## src/hdl/htb_pkg.sv

```systemverilog
// Shared types and constants for the Huffman tree builder.
`timescale 1ns / 1ps
`default_nettype none
package htb_pkg;

  localparam int DEF_MAX_LEAVES  = 64;
  localparam int DEF_WEIGHT_BITS = 24;

  localparam int SYM_W    = 8;
  localparam int PARENT_W = 6;

  // Input operation codes (in_tuser)
  localparam logic OP_ADD   = 1'b0;
  localparam logic OP_BUILD = 1'b1;

  // Result kinds (out_tuser)
  typedef enum logic [1:0] {
    KIND_ADD_OK    = 2'd0,
    KIND_ADD_FULL  = 2'd1,
    KIND_MERGE     = 2'd2,
    KIND_BUILD_LOW = 2'd3
  } kind_t;

  // Command broadcast to every cell in the chain
  typedef struct packed {
    logic clear;   // drop all entries
    logic shift;   // push new entry in at the front
    logic hit;     // re-place the matching entry with a raised weight
    logic merge;   // pop two front entries, place the parent
  } cell_cmd_t;

endpackage
`default_nettype wire

```

## src/hdl/htb_cell.sv

```systemverilog
// One slot of the sorted entry chain: holds one weighted node.
`timescale 1ns / 1ps
`default_nettype none
module htb_cell #(
  parameter int WEIGHT_BITS = htb_pkg::DEF_WEIGHT_BITS
) (
  input  wire                           clk,
  input  wire                           rst_n,
  input  htb_pkg::cell_cmd_t            cmd,
  input  wire                           head_i,   // tied high in the front cell
  input  wire                           aft_i,    // a matching entry lies ahead of this cell
  output logic                          aft_o,
  output logic                          match_o,
  // broadcast entry and sort key
  input  wire                           ins_leaf,
  input  wire [htb_pkg::SYM_W-1:0]      ins_id,
  input  wire [WEIGHT_BITS-1:0]         ins_w,
  // neighbor toward the front
  input  wire                           prev_v,
  input  wire                           prev_l,
  input  wire [htb_pkg::SYM_W-1:0]      prev_id,
  input  wire [WEIGHT_BITS-1:0]         prev_w,
  // neighbors toward the back
  input  wire                           n1_v,
  input  wire                           n1_l,
  input  wire [htb_pkg::SYM_W-1:0]      n1_id,
  input  wire [WEIGHT_BITS-1:0]         n1_w,
  input  wire                           n2_v,
  input  wire                           n2_l,
  input  wire [htb_pkg::SYM_W-1:0]      n2_id,
  input  wire [WEIGHT_BITS-1:0]         n2_w,
  // own contents
  output logic                          v_o,
  output logic                          l_o,
  output logic [htb_pkg::SYM_W-1:0]     id_o,
  output logic [WEIGHT_BITS-1:0]        w_o
);

  logic                      v_r, v_nxt;
  logic                      l_r, l_nxt;
  logic [htb_pkg::SYM_W-1:0] id_r, id_nxt;
  logic [WEIGHT_BITS-1:0]    w_r, w_nxt;
  logic                      n1_lt, n2_lt;

  assign match_o = v_r && l_r && (id_r == ins_id);
  assign aft_o   = aft_i | match_o;
  assign n1_lt   = n1_v && (n1_w < ins_w);
  assign n2_lt   = n2_v && (n2_w < ins_w);

  // slot update
  always_comb begin
    v_nxt  = v_r;
    l_nxt  = l_r;
    id_nxt = id_r;
    w_nxt  = w_r;
    priority if (cmd.clear) begin
      v_nxt = 1'b0;
    end else if (cmd.shift) begin
      v_nxt = prev_v; l_nxt = prev_l; id_nxt = prev_id; w_nxt = prev_w;
    end else if (cmd.hit) begin
      // entries behind the hit with smaller weight move up one slot
      if (aft_o && n1_lt) begin
        v_nxt = n1_v; l_nxt = n1_l; id_nxt = n1_id; w_nxt = n1_w;
      end else if (aft_o && (match_o || (v_r && (w_r < ins_w)))) begin
        v_nxt = 1'b1; l_nxt = ins_leaf; id_nxt = ins_id; w_nxt = ins_w;
      end
    end else if (cmd.merge) begin
      // list shifts up by two, parent lands behind all smaller weights
      if (n2_lt) begin
        v_nxt = n2_v; l_nxt = n2_l; id_nxt = n2_id; w_nxt = n2_w;
      end else if (head_i || n1_lt) begin
        v_nxt = 1'b1; l_nxt = ins_leaf; id_nxt = ins_id; w_nxt = ins_w;
      end else begin
        v_nxt = n1_v; l_nxt = n1_l; id_nxt = n1_id; w_nxt = n1_w;
      end
    end
  end

  always_ff @(posedge clk) begin
    if (!rst_n) begin
      v_r <= 1'b0;
    end else begin
      v_r <= v_nxt;
    end
    l_r  <= l_nxt;
    id_r <= id_nxt;
    w_r  <= w_nxt;
  end

  assign v_o  = v_r;
  assign l_o  = l_r;
  assign id_o = id_r;
  assign w_o  = w_r;

endmodule
`default_nettype wire
```

## config.mk

```make
export PLATFORM = sky130hd
export DESIGN_NAME = htb_cell
export DESIGN_NICKNAME = d
export VERILOG_FILES = /design/src/hdl/htb_pkg.sv /design/src/hdl/htb_cell.sv
export SDC_FILE = /design/constraint.sdc
export NUM_CORES = 1
export LEC_CHECK = 0
export ABC_AREA = 1
export BUFFER_PORTS_ARGS = -buffer_cell sky130_fd_sc_hd__buf_2
export CAP_MARGIN = 20
export CORE_UTILIZATION = 56
export CTS_CLUSTER_DIAMETER = 30
export CTS_CLUSTER_SIZE = 16
export DETAILED_ROUTE_END_ITERATION = 10
export PLACE_DENSITY = 0.89
export SYNTH_ARGS = -nofsm -noshare
export SYNTH_HDL_FRONTEND = slang
export SYNTH_SLANG_ARGS = --single-unit
```

## constraint.sdc

```tcl
create_clock -name clk -period 10.1 [get_ports clk]
set_input_delay 1.515 -clock clk [delete_from_list [all_inputs] [get_ports clk]]
set_output_delay 1.515 -clock clk [all_outputs]
set_load 0.005 [all_outputs]
```

---- After elaboration in Yosys (flattened, before gate mapping) ----
Index checks and enable logic that the tools add are counted.
cells by class
  add/subtract/negate cells ............... 0
  multipliers ............................. 0
  div/mod/pow operators ................... 0
  magnitude comparators ................... 3
  equal/unequal tests ..................... 2
  shift operators ......................... 0
  muxes and demuxes ....................... 28
  bitwise operators ....................... 3
  reductions and logical operators ........ 13
operator list
  operator            number
  $mux 24             7
  $lt 24x24->1        3
  $mux 8              7
  $mux 1              14
  $eq 8x8->1          1
  $logic_and 1x1->1   7
  $ne 4x1->1 const B  1
  $reduce_and 3->1    1
  $reduce_bool 3->1   1
  $logic_or 1x1->1    2
  $not 1->1           2
  $reduce_and 2->1    1
  $reduce_or 2->1     1
  $or 1x1->1          1
word-level totals
  register bits after elaboration ......... 34
  latch bits .............................. 0
  memory bits (writable) .................. 0
  ROM bits ................................ 0
  input bits .............................. 143
  output and inout port bits .............. 36
  logic and storage cells ................. 53
  memories ................................ 0

---- Depth between registers and ports, before layout ----
  depth after elaboration ................. 8
  gate-level depth with buffers ........... 18
  gate-level depth less buffers ........... 17

---- Least setup slack after synthesis ----
Ideal clock, no wire load.
  path kind ............................... input port to flip-flop
  start ................................... input port ins_w[15]
  end ..................................... register id_r, in the netlist id_o[0], enable pin
  library setup time ...................... 423 ps
  arrival time ............................ 4267 ps
  required time ........................... 9677 ps
  slack ................................... 5410 ps
  stages on the path ...................... 11
  path buffers ............................ 1
  path through ............................ inv_1 > ha_1 > a21o_1 > nor2_1 > nand2_1 > a21oi_2 > nand3_2 > buf_2 > nand3_1 > nand2_1 > nor2_1
on the way
  cells in the longest elaborated chain, start to end .. 6
  elaborated cells on any way between the ends .. 9
  those cells by class .................... order compare: 2; eq/ne: 1; reduce/logical: 6
RTL lines
  element                              line            text
  from (decl)                          htb_cell.sv:17  input wire [WEIGHT_BITS-1:0] ins_w,
  $lt 24x24->1                         htb_cell.sv:64  end else if (aft_o && (match_o || (v_r && (w_r < ins_w)))) begin
  $logic_and 1x1->1                    htb_cell.sv:64
  $logic_or 1x1->1                     htb_cell.sv:64
  $logic_and 1x1->1                    htb_cell.sv:64
  $ne 4x1->1 (no source line) *        n/a
  $reduce_and 3->1 (no source line) *  n/a
  to (signal assigned)                 htb_cell.sv:86  id_r <= id_nxt;
  to (decl)                            htb_cell.sv:41  logic [htb_pkg::SYM_W-1:0] id_r, id_nxt;
Every way passes the cells marked *; elsewhere a longest branch is shown, timed or not.
A chain may end at the register's enable or synchronous reset.

---- Worst setup path after layout ----
  start ................................... input port cmd[1] in the netlist's numbering
  end ..................................... register w_r[9], in the netlist w_o[9], enable pin
on the way
  cells in the longest elaborated chain, start to end .. 2
  elaborated cells on any way between the ends .. 3
  those cells by class .................... eq/ne: 1; reduce/logical: 2
RTL lines
  element                                                                  line            text
  from (decl)                                                              htb_cell.sv:9   input htb_pkg::cell_cmd_t cmd,
  $ne 4x1->1 (no source line) / $reduce_bool 3->1 (equally long branches)  n/a
  $reduce_and 3->1 (no source line) *                                      n/a
  to (signal assigned)                                                     htb_cell.sv:87  w_r <= w_nxt;
  to (decl)                                                                htb_cell.sv:42  logic [WEIGHT_BITS-1:0] w_r, w_nxt;
Marked as above.

==> qor.csv <==
metric,value,unit
run status,completed,
"Seq/Total Area, Yosys",0.205,
syn nets,1004,
Slew @ Worst Pin,1.08,ns
first-pass GRT wire length,23500,microns
insertion delay to the later sink of the worst-skew pair,0.30,ns
CP endpoint kind,register,
share of post-route cells with drive strength above 1,0.215,
M1 WL,6400,microns
Tmin final,3.97,ns
first drt pass iteration count,5,
Slew Limit Fails,0,
initial core utilization,0.587,
RSZ-0062 raised after global routing,no,
VDD IR max,0.0497,mV
Final Power,0.525,mW
met3 WL post-DR,1350,microns
placed cell area,5760,sq um
core area,8380,sq um
io pins,179,
largest net degree at the start of global routing,64,
Post-Place Setup Slack,5.62,ns
row cnt,33,
CTS Sinks,34,
Yosys reg bits,34,
final setup fails,0,
Final #Nets,1158,
Critical Path RT,10.10,ns
Setup Skew,0.0122,ns
Final HPWL DP,10800,microns
design area,5870,sq um
Root Buffer,clkbuf_8,
vias in the first global route,5110,
period utilization,0.393,
DR top layer,met4,
R2R Path End,w_o[9],
grt total ovfl,0,
CP Class,in -> reg,
Crit Path Max Fanout,35,
Inst Count DP,1043,
Pleak,3.31,nW
Layout Utilization,0.701,
TritonCTS clock tree,yes,
HP Start,v_o,
worst hold path class,reg -> reg,
Syn. warnings,0,
mean cell area of the mapped netlist,6.22,sq um
crit path DAT,3.97,ns
TritonCTS Buffers,5,
Hold Path Cell Cnt,2,
Min-Delay Endpoint,v_o,
DRC viols,0,
Routed wire per std cell,14.3,microns
WL met2,7070,microns
Placer Congestion,0.887,
Max Freq,0.252,GHz
post-cts sizing count,0,
reg2reg setup slack,7.30,ns
P per Cell Area,89.3,nW/um^2
Detail Route Antenna Nets,0,
Ant. Diodes,0,
r2r worst-path depth,10,
Post-CTS Setup Bufs,0,
initial antenna violation count,0,
via/cell ratio,5.37,
Syn Inst Count,792,
min setup slack post-route,6.13,ns
routed via count,5648,
"Cell Area, Synth",4920,sq um
Horiz. Die Dim,95.8,microns
Worst R2R Start,w_o[21],
Die Ht,95.8,microns
Clock Tree Buf Depth,2,
Worst setup SP type,primary input,
register area,1010,sq um
Final Instance Count excl. Fillers,1052,
Unique masters post-synth,36,
area of the die,9170,sq um
multi-input combinational cell area,3440,sq um
P&R area growth vs syn,19.3,%
Worst slew margin,0.279,
Clock Pin Slew Worst Setup and Hold Paths,0.08,ns
Fill cells,782,
Fin. Hold Viols,0,
hold slack,0.567,ns
setup tns final,0,ns
Port Buffer Count,178,
H-tree depth,2,
"wirelength, routed",15000,microns
max cap viols,0,
initial detailed-routing violation count,305,
Tot GR Track Use,0.334,
CTS Hold Buffers Added,0,
[layer usage]
layer / vias to the layer above / GRT usage
met5: - / 0
met4: 0 / 0.103
met3: 18 / 0.0442
met2: 267 / 0.589
met1: 2450 / 0.420
li1: 2913 / -
[state kept, by name, indices dropped and copies added, names as in the netlist]
signal,count
l_o,1
v_o,1
w_o,24
id_o,8
[cell usage after synthesis (all sizes together)]
| cell type | number | area share |
|---|---|---|
| dfxtp | 1 | 0.0041 |
| nand4 | 8 | 0.010 |
| o21ai | 39 | 0.040 |
| nand2 | 277 | 0.21 |
| clkinv | 6 | 0.0046 |
| nor3 | 3 | 0.0041 |
| o21a | 3 | 0.0046 |
| o21bai | 1 | 0.0038 |
| edfxtp | 33 | 0.20 |
| nor4 | 1 | 0.0013 |
| a21oi | 55 | 0.059 |
| buf | 23 | 0.036 |
| nand3 | 85 | 0.090 |
| or2 | 1 | 0.0013 |
| ha | 69 | 0.18 |
| a211oi | 1 | 0.0015 |
| a21o | 3 | 0.0046 |
| xnor2 | 2 | 0.0036 |
| clkbuf | 12 | 0.0091 |
| nand3b | 1 | 0.0015 |
| nor3b | 1 | 0.0025 |
| nor2 | 105 | 0.081 |
| inv | 62 | 0.047 |
[area by class of cell]
type / instances / area share
inverter: 68 / 0.0435
timing repair buffer: 182 / 0.160
sequential: 34 / 0.172
clock buffer: 7 / 0.0147
clock inverter: 1 / 0.000852
multi-input combinational: 655 / 0.586
tap: 105 / 0.0224
[where the power goes]
group	leakage [nW]	total (mW)	switching [mW]	internal, mW
logic	2.94	0.232	0.140	0.0913
registers	0.327	0.178	0.00777	0.171
clock network	0.0482	0.115	0.0594	0.0552
total	3.31	0.525	0.208	0.317
[layout by cell type (no fill, tap or decap), types with 2 or more instances in the layout]
master and count:
buf_4 3, clkinv_1 6, o21ai_1 26, o21ai_0 13, o21a_1 3, inv_2 2
inv_1 60, xnor2_1 2, nor2_1 103, a21o_1 3, nand2_4 2, nand2_1 274
nor3_1 2, clkbuf_8 6, edfxtp_1 33, nand3_1 83, buf_2 178, nand4_1 8
a21oi_1 53, ha_1 69
[worst max-delay path, cell delays in order]
cell	delay, ns
buf_2	0.59
clkinv_1	0.77
buf_16	0.39
nor3_1	0.20
nand3_1	0.15
nand2_1	0.13
nor2_4	0.19
[worst max path at each step]
stage | startpoint | to | cells past startpoint
final | cmd[1] | w_o[9] | 7
after global routing | ins_w[23] | w_o[2] | 16
after CTS | cmd[1] | w_o[10] | 6
after detailed placement | cmd[1] | w_o[10] | 6
after global placement | cmd[1] | w_o[10] | 6
after floorplan | ins_w[15] | id_o[0] | 11
[logic make-up after synthesis]
kind of cell / synth area share
buf+inv: 0.0966
compound gates: 0.113
xor+xnor: 0.00356
simple gates: 0.406
fa+ha+maj: 0.175
flops: 0.205
Power figures use the tool's default switching activity.
